===== config.mk =====
export PLATFORM = sky130hd
export DESIGN_NAME = oldest_priority_swap_queue_unit
export DESIGN_NICKNAME = d
export VERILOG_FILES = /design/src/rtl/core/ospq_pkg.sv /design/src/rtl/core/ospq_store.sv /design/src/rtl/core/ospq_cmp.sv /design/src/rtl/core/oldest_priority_swap_queue_unit.sv
export SDC_FILE = /design/constraint.sdc
export NUM_CORES = 1
export LEC_CHECK = 0
export BUFFER_PORTS_ARGS = -buffer_cell sky130_fd_sc_hd__clkbuf_2
export CORE_MARGIN = 2
export CORE_UTILIZATION = 55
export CTS_CLUSTER_SIZE = 16
export DETAILED_ROUTE_END_ITERATION = 7
export PLACE_DENSITY = 0.71
export SLEW_MARGIN = 25
export SYNTH_ARGS = -nofsm -noshare
export SYNTH_HDL_FRONTEND = slang
export SYNTH_SLANG_ARGS = --single-unit

===== constraint.sdc =====
create_clock -name clk -period 9.7 [get_ports clk]
set_input_delay 1.94 -clock clk [delete_from_list [all_inputs] [get_ports clk]]
set_output_delay 1.94 -clock clk [all_outputs]
set_load 0.005 [all_outputs]

===== src/rtl/core/ospq_pkg.sv =====
// ----------------------------------------------------------------------------
// ospq_pkg
// shared types, sizes and codes for the oldest-first priority swap queue
// ----------------------------------------------------------------------------
package ospq_pkg;

  // queue geometry
  localparam int DEPTH = 16;
  localparam int AW    = (DEPTH > 1) ? $clog2(DEPTH) : 1;
  localparam int CW    = $clog2(DEPTH + 1);

  // operation codes
  localparam logic OP_INSERT = 1'b0;
  localparam logic OP_REMOVE = 1'b1;

  // status codes
  localparam logic [1:0] ST_OK    = 2'd0;
  localparam logic [1:0] ST_EMPTY = 2'd1;
  localparam logic [1:0] ST_FULL  = 2'd2;

  // one stored entry
  typedef struct packed {
    logic [15:0] id;
    logic [7:0]  pri;
    logic [31:0] stime;
  } entry_t;

  // compare unit result
  typedef struct packed {
    logic later;   // entry time greater than pick time
    logic higher;  // entry priority strictly above pick priority
  } cmp_res_t;

  // sequencer states
  typedef enum logic [1:0] {
    S_IDLE,
    S_SCAN,
    S_SHIFT
  } state_t;

endpackage


===== src/rtl/core/ospq_store.sv =====
// ----------------------------------------------------------------------------
// ospq_store
// entry memory: one write port, one read port with registered read data
// ----------------------------------------------------------------------------
module ospq_store
  import ospq_pkg::*;
(
  input  logic            clk,
  input  logic            wr_en,
  input  logic [AW-1:0]   wr_addr,
  input  entry_t          wr_data,
  input  logic [AW-1:0]   rd_addr,
  output entry_t          rd_data
);

  entry_t mem [DEPTH];
  entry_t rd_data_r;

  // write port
  always_ff @(posedge clk) begin
    if (wr_en) begin
      mem[wr_addr] <= wr_data;
    end
  end

  // registered read port
  always_ff @(posedge clk) begin
    rd_data_r <= mem[rd_addr];
  end

  assign rd_data = rd_data_r;

endmodule


===== src/rtl/core/ospq_cmp.sv =====
// ----------------------------------------------------------------------------
// ospq_cmp
// shared compare unit: one scanned entry against the current pick
// ----------------------------------------------------------------------------
module ospq_cmp
  import ospq_pkg::*;
(
  input  logic [31:0] pick_time,
  input  logic [7:0]  pick_pri,
  input  entry_t      entry,
  output cmp_res_t    res
);

  // time order and priority order
  always_comb begin
    res.later  = (pick_time < entry.stime);
    res.higher = (entry.pri > pick_pri);
  end

endmodule


===== src/rtl/core/oldest_priority_swap_queue_unit.sv =====
// ----------------------------------------------------------------------------
// oldest_priority_swap_queue_unit
// ordered entry store; insert at tail, remove oldest-first priority pick
// ----------------------------------------------------------------------------
//
//  channel   ports                                          handshake
//  --------  ---------------------------------------------  -----------------
//  command   in_op in_proc_id in_priority_req in_store_time start & !busy
//  result    out_removed_valid out_removed_id out_status    out_valid strobe
//            out_is_empty
//
//  insert and any remove on an empty queue: the result strobes in
//  the cycle after the transfer and busy stays low.
//  remove: scans from the head, up to the N entries held, one per cycle
//  through the compare unit, to find the picked slot P; then it moves the
//  later entries down one slot per cycle through the memory's single
//  write port.
//  reset (rst_n low, synchronous) empties the queue; memory is not cleared.
//  the receiver cannot stall: each result is shown for one cycle only.
// ----------------------------------------------------------------------------
module oldest_priority_swap_queue_unit
  import ospq_pkg::*;
(
  input  logic        clk,
  input  logic        rst_n,
  input  logic        start,
  output logic        busy,
  input  logic        in_op,
  input  logic [15:0] in_proc_id,
  input  logic [7:0]  in_priority_req,
  input  logic [31:0] in_store_time,
  output logic        out_valid,
  output logic        out_removed_valid,
  output logic [15:0] out_removed_id,
  output logic [1:0]  out_status,
  output logic        out_is_empty
);

  state_t         state_r, state_nxt;
  logic [CW-1:0]  count_r, count_nxt;
  logic [AW-1:0]  k_r, k_nxt;
  logic [AW-1:0]  w_r, w_nxt;
  logic [AW-1:0]  pick_idx_r, pick_idx_nxt;
  logic [7:0]     pick_pri_r, pick_pri_nxt;
  logic [31:0]    pick_time_r, pick_time_nxt;
  logic [15:0]    pick_id_r, pick_id_nxt;

  logic           out_valid_r, out_valid_nxt;
  logic           out_rv_r, out_rv_nxt;
  logic [15:0]    out_id_r, out_id_nxt;
  logic [1:0]     out_st_r, out_st_nxt;
  logic           out_empty_r, out_empty_nxt;

  logic           mem_wr_en;
  logic [AW-1:0]  mem_wr_addr;
  entry_t         mem_wr_data;
  logic [AW-1:0]  mem_rd_addr;
  entry_t         mem_rd_data;
  cmp_res_t       cmp_res;

  logic           accept;
  logic           is_full;
  logic           first;
  logic           stop;
  logic           take;
  logic [AW-1:0]  p_fin;
  logic [15:0]    p_fin_id;
  logic           scan_last;
  logic           no_shift;
  logic           shift_last;

  // entry memory
  ospq_store u_store (
    .clk     (clk),
    .wr_en   (mem_wr_en),
    .wr_addr (mem_wr_addr),
    .wr_data (mem_wr_data),
    .rd_addr (mem_rd_addr),
    .rd_data (mem_rd_data)
  );

  // compare unit, reused for every scanned entry
  ospq_cmp u_cmp (
    .pick_time (pick_time_r),
    .pick_pri  (pick_pri_r),
    .entry     (mem_rd_data),
    .res       (cmp_res)
  );

  // scan and shift decodes
  always_comb begin
    accept     = start && (state_r == S_IDLE);
    is_full    = (count_r == CW'(DEPTH));
    first      = (k_r == '0);
    stop       = !first && cmp_res.later;
    take       = first || (!stop && cmp_res.higher);
    p_fin      = take ? k_r : pick_idx_r;
    p_fin_id   = take ? mem_rd_data.id : pick_id_r;
    scan_last  = stop || ((CW'(k_r) + CW'(1)) == count_r);
    no_shift   = ((CW'(p_fin) + CW'(1)) == count_r);
    shift_last = ((CW'(w_r) + CW'(2)) == count_r);
  end

  // next state
  always_comb begin
    state_nxt = state_r;
    case (state_r)
      S_IDLE: begin
        if (accept && (in_op == OP_REMOVE) && (count_r != '0)) begin
          state_nxt = S_SCAN;
        end
      end
      S_SCAN: begin
        if (scan_last) begin
          state_nxt = no_shift ? S_IDLE : S_SHIFT;
        end
      end
      S_SHIFT: begin
        if (shift_last) begin
          state_nxt = S_IDLE;
        end
      end
      default: state_nxt = S_IDLE;
    endcase
  end

  // datapath control and results
  always_comb begin
    count_nxt     = count_r;
    k_nxt         = k_r;
    w_nxt         = w_r;
    pick_idx_nxt  = pick_idx_r;
    pick_pri_nxt  = pick_pri_r;
    pick_time_nxt = pick_time_r;
    pick_id_nxt   = pick_id_r;
    out_valid_nxt = 1'b0;
    out_rv_nxt    = out_rv_r;
    out_id_nxt    = out_id_r;
    out_st_nxt    = out_st_r;
    out_empty_nxt = out_empty_r;
    mem_wr_en     = 1'b0;
    mem_wr_addr   = count_r[AW-1:0];
    mem_wr_data   = '{id: in_proc_id, pri: in_priority_req, stime: in_store_time};
    mem_rd_addr   = k_r + AW'(1);
    case (state_r)
      S_IDLE: begin
        mem_rd_addr = '0;
        k_nxt       = '0;
        if (accept) begin
          out_valid_nxt = 1'b1;
          out_rv_nxt    = 1'b0;
          out_id_nxt    = '0;
          if (in_op == OP_INSERT) begin
            if (is_full) begin
              out_st_nxt    = ST_FULL;
              out_empty_nxt = (count_r == '0);
            end else begin
              // tail write
              mem_wr_en     = 1'b1;
              count_nxt     = count_r + CW'(1);
              out_st_nxt    = ST_OK;
              out_empty_nxt = 1'b0;
            end
          end else if (count_r == '0) begin
            out_st_nxt    = ST_EMPTY;
            out_empty_nxt = 1'b1;
          end else begin
            // remove starts its scan; result comes later
            out_valid_nxt = 1'b0;
          end
        end
      end
      S_SCAN: begin
        // update the pick from the entry on the read port
        if (take) begin
          pick_idx_nxt  = k_r;
          pick_pri_nxt  = mem_rd_data.pri;
          pick_time_nxt = mem_rd_data.stime;
          pick_id_nxt   = mem_rd_data.id;
        end
        if (scan_last) begin
          if (no_shift) begin
            count_nxt     = count_r - CW'(1);
            out_valid_nxt = 1'b1;
            out_rv_nxt    = 1'b1;
            out_id_nxt    = p_fin_id;
            out_st_nxt    = ST_OK;
            out_empty_nxt = ((count_r - CW'(1)) == '0);
          end else begin
            // fetch the slot after the pick to begin closing the gap
            mem_rd_addr = p_fin + AW'(1);
            w_nxt       = p_fin;
          end
        end else begin
          k_nxt = k_r + AW'(1);
        end
      end
      S_SHIFT: begin
        // move one entry down per cycle
        mem_wr_en   = 1'b1;
        mem_wr_addr = w_r;
        mem_wr_data = mem_rd_data;
        mem_rd_addr = w_r + AW'(2);
        w_nxt       = w_r + AW'(1);
        if (shift_last) begin
          count_nxt     = count_r - CW'(1);
          out_valid_nxt = 1'b1;
          out_rv_nxt    = 1'b1;
          out_id_nxt    = pick_id_r;
          out_st_nxt    = ST_OK;
          out_empty_nxt = ((count_r - CW'(1)) == '0);
        end
      end
      default: begin
        mem_rd_addr = '0;
      end
    endcase
  end

  // control registers
  always_ff @(posedge clk) begin
    if (!rst_n) begin
      state_r     <= S_IDLE;
      count_r     <= '0;
      out_valid_r <= 1'b0;
    end else begin
      state_r     <= state_nxt;
      count_r     <= count_nxt;
      out_valid_r <= out_valid_nxt;
    end
  end

  // payload registers
  always_ff @(posedge clk) begin
    k_r         <= k_nxt;
    w_r         <= w_nxt;
    pick_idx_r  <= pick_idx_nxt;
    pick_pri_r  <= pick_pri_nxt;
    pick_time_r <= pick_time_nxt;
    pick_id_r   <= pick_id_nxt;
    out_rv_r    <= out_rv_nxt;
    out_id_r    <= out_id_nxt;
    out_st_r    <= out_st_nxt;
    out_empty_r <= out_empty_nxt;
  end

  assign busy              = (state_r != S_IDLE);
  assign out_valid         = out_valid_r;
  assign out_removed_valid = out_rv_r;
  assign out_removed_id    = out_id_r;
  assign out_status        = out_st_r;
  assign out_is_empty      = out_empty_r;

endmodule


==> results_dict.tcl, run 1 <==
set metrics [dict create \
    status "complete, no violations" \
    worstHoldPathType "reg2reg" \
    grt_pass1_vias 25809 \
    yosys_warnings 0 \
    rsz0062_at_grt "false" \
    fp.dieH_um 283.1 \
    cp_slowest_cell "a221o_4" \
    yosysSeqAreaShare_pct 71.99 \
    synth_seq_cells 1048 \
    cts.path.max_buffers 3 \
    drv_slew 0 \
    nets 3060 \
    p_sw_mw 4.121 \
    antenna-diode-count 0 \
    clockPowerShare_pct 31.9 \
    vias 26024 \
    grtUsageTotal_pct 26.80 \
    worst_setup_path_start_kind "register" \
    p_leak_nw 16.46 \
    grt_overflow 0 \
    setup-violations-final 0 \
    chipWidth_um 283.1 \
    cts-htree-levels 3 \
    ctsResizeCount 0 \
    drtPass1Iterations 6 \
    grt_max_degree 140 \
    max_cap_violations 0 \
    dp_slack_ns 2.108 \
    cts_tree "built" \
    placed_cell_area_um2 44440 \
    fin_crit_sh_pct 79.43 \
    die_area_um2 80120 \
    holdBufCountCts 0 \
    synth_area_um2 42830 \
    synthCells 2886 \
    cts_setup_buffers 0 \
    syn-num-nets 2998 \
    antenna_found_initial 1 \
    drc 0 \
    place_hpwl_mm 57.41 \
    timing.fmax_mhz 129.8 \
    drtIter0Drc 2990 \
    yosysUniqueCellTypes 81 \
    p_per_area_nw_per_um2 274.1 \
    layout-drive-gt1-share_pct 17.87 \
    coreArea_um2 77210 \
    synth-edff-count 984 \
    num_rows 102 \
    period_minus_slack_ns 7.704 \
    initial_core_util_pct 55.47 \
    dp.cells 3882 \
    p_seq_share_pct 44.6 \
    maxSlewHeadroom_pct 29.25 \
    crit_chain "inv_1 > ha_1 > nand4_1 > nor4_1 > o41ai_4 > a21o_1 > nand2_1 > mux2_2 > ha_1 > xor2_1 > or4_4 > a22o_1 > o31ai_4 > a221o_4 > buf_4 > o21ai_0 > a21oi_1 > a21oi_1 > nand3_1" \
    async_reset_ff_share_pct 0 \
    switching_share_pct 31.26 \
    p_comb_share_pct 23.6 \
    cp_max_fo 69 \
    whs_ns 0.4523 \
    worstMarginPinSlew_ns 1.061 \
    area_growth_syn_to_layout_pct 12.28 \
    antenna_left 0 \
    arrival_ns 8.32 \
    vias_per_cell 6.380 \
    synth-main-ff-cell "edfxtp_1" \
    grt_pass1_wl_mm 161.5 \
    ios 82 \
    totalPowerFinal_mw 13.18 \
    slowest_delay_ns 0.87 \
    cts-root-buf "clkbuf_16" \
    routed_wl_mm 109.1 \
    peakVddDrop_mv 0.1991 \
    final_cells 4079 \
    finalWeightedCongestion 0.8994 \
    final_util_pct 62.28 \
    hold_viol_final 0 \
    setup_slack_ns 1.996 \
    cp-end-kind "register" \
    fin_setup_tns_ns 0 \
    internal-power_mw 9.060 \
    numPortBuffers 81 \
    synth.avg_cell_area_um2 14.84 \
    crit_type "reg2reg" \
    clkTransAtPathRegs_ns 0.06 \
    final_area_um2 48080 \
    skew_ns 0.03958 \
    cts.sinks 1048 \
    numCtsBuffers 104 \
    clkLatencyLatePin_ns 0.69 \
    wl_per_cell_um 26.74 \
    cp.required_ns 10.31 \
]
## flip-flops by register name, indices dropped and copies added (netlist names), 5 cells and up
name             flops
pick_pri_r           8
pick_id_r           16
pick_time_r         32
u_store.rd_data     56
u_store.mem        896
out_removed_id      16
count_r              5
## area by class of cell
type | instances | area, um^2
inverters | 74 | 280.3
flip-flops and latches | 1048 | 30830
fillers | 5485 | 29130
clock buffers | 134 | 2835
repair buffers | 138 | 980.9
multi-input cells | 1582 | 11060
well taps | 1040 | 1301
clock inverters | 63 | 798.3
## layout by cell type, fill, tap and decap left out, types with 79 or more instances in the layout
cell       netlist  layout
o21ai_0         80      79
nand2_1        228     228
mux2_2         130     130
clkbuf_16        0     104
a21oi_1        215     212
edfxtp_1       984     984
nor2_1         165     148
nor3_1         123     122
mux2i_1         99      99
clkbuf_2         1      81
## worst max-delay path, delay by kind of cell, from the launching register on
kind	cells	cell delay, ns
flops	1	0.47
fa+ha+maj	2	0.61
mux	1	0.44
compound gates	8	2.84
buf+inv	2	0.85
xor+xnor	1	0.17
simple gates	5	2.19
## logic make-up (layout without fill, tap and decap cells)
group | count (synthesis) | count (layout) | share of synthesized area, %
mux | 263 | 263 | 6.930
fa+ha+maj | 52 | 52 | 1.519
buf+inv | 256 | 409 | 2.796
xor+xnor | 25 | 25 | 0.5113
simple gates | 654 | 654 | 6.883
compound gates | 588 | 588 | 9.375
flops | 1048 | 1048 | 71.99
## power groups by stage
stage | combinational, mW | clock (mW) | sequential (mW)
4_1_cts | 3.07 | 4.24 | 5.87
6_report | 3.11 | 4.20 | 5.87
2_1_floorplan | 2.19 | 0 | 5.82
5_1_grt | 3.35 | 4.43 | 5.91
3_3_place_gp | 2.95 | 0 | 5.94
3_5_place_dp | 3.05 | 0 | 5.96
## synth_stat cells, drive strengths merged (64+ instances only)
| library cell | number | area (um^2) |
|---|---|---|
| a21oi | 217 | 1109 |
| nand2 | 229 | 862.1 |
| dfxtp | 64 | 1281 |
| inv | 72 | 270.3 |
| mux2i | 101 | 1027 |
| mux2 | 162 | 1941 |
| o21ai | 111 | 559.3 |
| nor3 | 124 | 625.6 |
| edfxtp | 984 | 29550 |
| clkbuf | 86 | 324.1 |
| buf | 96 | 595.6 |
| nor2 | 165 | 619.3 |
## final timing paths
path | start | to | slack (ns) | depth (start not counted)
setup / recovery | u_store.rd_data[30]$_DFF_P_ | u_store.rd_data[32]$_DFF_P_ | 2.00 | 19
hold / removal | u_store.rd_data[5]$_DFF_P_ | pick_time_r[5]$_DFFE_PP_ | 0.45 | 0
setup reg to reg | u_store.rd_data[30]$_DFF_P_ | u_store.rd_data[32]$_DFF_P_ | 2.00 | 19
hold reg to reg | u_store.rd_data[5]$_DFF_P_ | pick_time_r[5]$_DFFE_PP_ | 0.45 | 0
## routing by layer
layer / part of all wire [%] / GRT usage (%)
met1: 39 / 36.07
met5: 0 / 0
met3: 8.9 / 3.937
met2: 49 / 44.55
met4: 3.2 / 10.08
(Power assumes the default switching activity.)
==> run 2, diff against run 1 <==
clock period = 7.2 ns   (was 9.7 ns; I/O delays follow)
==> results_dict.tcl, run 2 (synthesis gave the netlist of run 1 again) <==
set metrics [dict create \
    cp.required_ns 7.79 \
    p_leak_nw 16.37 \
    arrival_ns 7.16 \
    grt_pass1_wl_mm 161.2 \
    grt_pass1_vias 25634 \
    max_cap_violations 0 \
    drtIter0Drc 3433 \
    grt_max_degree 120 \
    grt_overflow 0 \
    crit_type "reg2reg" \
    cts.path.max_buffers 3 \
    clkTransAtPathRegs_ns 0.06 \
    area_growth_syn_to_layout_pct 11.66 \
    initial_core_util_pct 55.47 \
    final_area_um2 47820 \
    chipWidth_um 283.1 \
    p_per_area_nw_per_um2 363.6 \
    worstMarginPinSlew_ns 1.107 \
    largest_register_ffs 896 \
    fin_crit_sh_pct 91.24 \
    hold_start "u_store.rd_data[5]$_DFF_P_" \
    placed_cell_area_um2 44550 \
    layout.cells.most_common_list "edfxtp_1 (984), nand2_1 (228), a21oi_1 (212), nor2_1 (148), mux2_2 (130)" \
    hold_end "pick_time_r[5]$_DFFE_PP_" \
    r2r-end "u_store.rd_data[48]$_DFF_P_" \
    wl_per_cell_um 26.80 \
    numCtsBuffers 102 \
    cts-root-buf "clkbuf_16" \
    worst_setup_path_start_kind "register" \
    fp.dieH_um 283.1 \
    final_cells 4085 \
    rsz0062_at_grt "false" \
    cts_tree "built" \
    drtPass1Iterations 5 \
    cts-htree-levels 3 \
    numPortBuffers 81 \
    holdBufCountCts 0 \
    peakVddDrop_mv 0.2272 \
    ios 82 \
    cts.sinks 1048 \
    whs_ns 0.4659 \
    routed_wl_mm 109.5 \
    antenna_found_initial 3 \
    num_rows 102 \
    finalWeightedCongestion 0.8984 \
    antenna_left 0 \
    cp-end-kind "register" \
    die_area_um2 80120 \
    ctsResizeCount 0 \
    cp_max_fo 92 \
    coreArea_um2 77210 \
    maxSlewHeadroom_pct 26.18 \
    drc 0 \
    place_hpwl_mm 57.80 \
    worstReg2RegStart "u_store.rd_data[30]$_DFF_P_" \
    period_minus_slack_ns 6.569 \
    setup-violations-final 0 \
    hold_viol_final 0 \
    r2r_slack_ns 0.63 \
    clkLatencyLatePin_ns 0.68 \
    antenna-diode-count 0 \
    cts_setup_buffers 0 \
    final_common_cell "edfxtp_1" \
    status "complete, no violations" \
    vias 26203 \
    grtUsageTotal_pct 26.77 \
    fin_setup_tns_ns 0 \
    drv_slew 0 \
    nets 3071 \
    timing.fmax_mhz 152.2 \
    worstRegToRegCells 19 \
    min_path_cells 0 \
    dp.cells 3895 \
    worstHoldPathType "reg2reg" \
    regMostFlops "u_store.mem" \
    vias_per_cell 6.414 \
    layout-drive-gt1-share_pct 17.60 \
    skew_ns 0.02533 \
    totalPowerFinal_mw 17.39 \
]
==> run 2: cell count changes in the layout (fill, tap and decap cells not counted), sizes merged <==
cell      delta
buf         +13
bufinv       -8
clkbuf       -9
clkinv      +11
clkinvlp     -3
inv          +2
==> run 2: layer usage <==
| metal | GRT usage (%) | wire [um] | share of wire, % | vias up |
|---|---|---|---|---|
| li1 | - | - | - | 11258 |
| met1 | 37.35 | 43330 | 40 | 13223 |
| met2 | 43.83 | 52750 | 48 | 1495 |
| met3 | 3.921 | 10450 | 9.5 | 225 |
| met4 | 8.426 | 2936 | 2.7 | 2 |
| met5 | 0 | 13 | 0.012 | - |
==> run 2: worst max-delay path by stage <==
stage | from | end | slack (ns) | depth (start not counted)
2_1_floorplan | pick_time_r[15]$_DFFE_PP_ | out_is_empty$_DFFE_PP_ | 1.28 | 17
3_3_place_gp | u_store.rd_data[30]$_DFF_P_ | u_store.rd_data[38]$_DFF_P_ | 0.90 | 19
3_5_place_dp | u_store.rd_data[30]$_DFF_P_ | u_store.rd_data[14]$_DFF_P_ | 0.74 | 19
4_1_cts | u_store.rd_data[30]$_DFF_P_ | u_store.rd_data[48]$_DFF_P_ | 0.69 | 19
5_1_grt | u_store.rd_data[30]$_DFF_P_ | u_store.rd_data[36]$_DFF_P_ | 0.44 | 19
6_report | u_store.rd_data[30]$_DFF_P_ | u_store.rd_data[48]$_DFF_P_ | 0.63 | 19
==> run 2: critical path: stages (launching register included) <==
cell and delay (ns):
dfxtp_1 0.43, inv_1 0.07, ha_1 0.30, nand4_1 0.25, nor4_1 0.65, o41ai_4 0.28, a21o_1 0.38, nand2_1 0.15
mux2_2 0.38, ha_1 0.31, xor2_1 0.17, or4_4 0.51, a22o_1 0.29, o31ai_4 0.46, a221o_4 0.72, buf_12 0.46
o21ai_0 0.19, a21oi_1 0.21, a21oi_1 0.07, nand3_1 0.13
==> run 2: final cells by class <==
cell class / instances / area (um^2)
clock inverters: 65 / 573.1
multi-input cells: 1582 / 11040
repair buffers: 151 / 1094
well taps: 1040 / 1301
inverters: 74 / 280.3
flip-flops and latches: 1048 / 30830
fillers: 5551 / 29390
clock buffers: 125 / 2700
==> run 2: stage by stage <==
step / worst slack [ns] / utilization, %
after floorplan: 1.280 / -
after global placement: 0.9009 / 57.67
after detailed placement: 0.7354 / 57.70
after CTS: 0.6944 / 61.93
after global routing: 0.4397 / 61.93
final: 0.6306 / 61.93
==> run 2: power breakdown <==
| part | total, mW | internal, mW | switching [mW] |
|---|---|---|---|
| logic | 4.27 | 1.37 | 2.90 |
| registers | 7.91 | 7.53 | 0.381 |
| clock network | 5.21 | 2.93 | 2.28 |
| total | 17.4 | 11.8 | 5.55 |
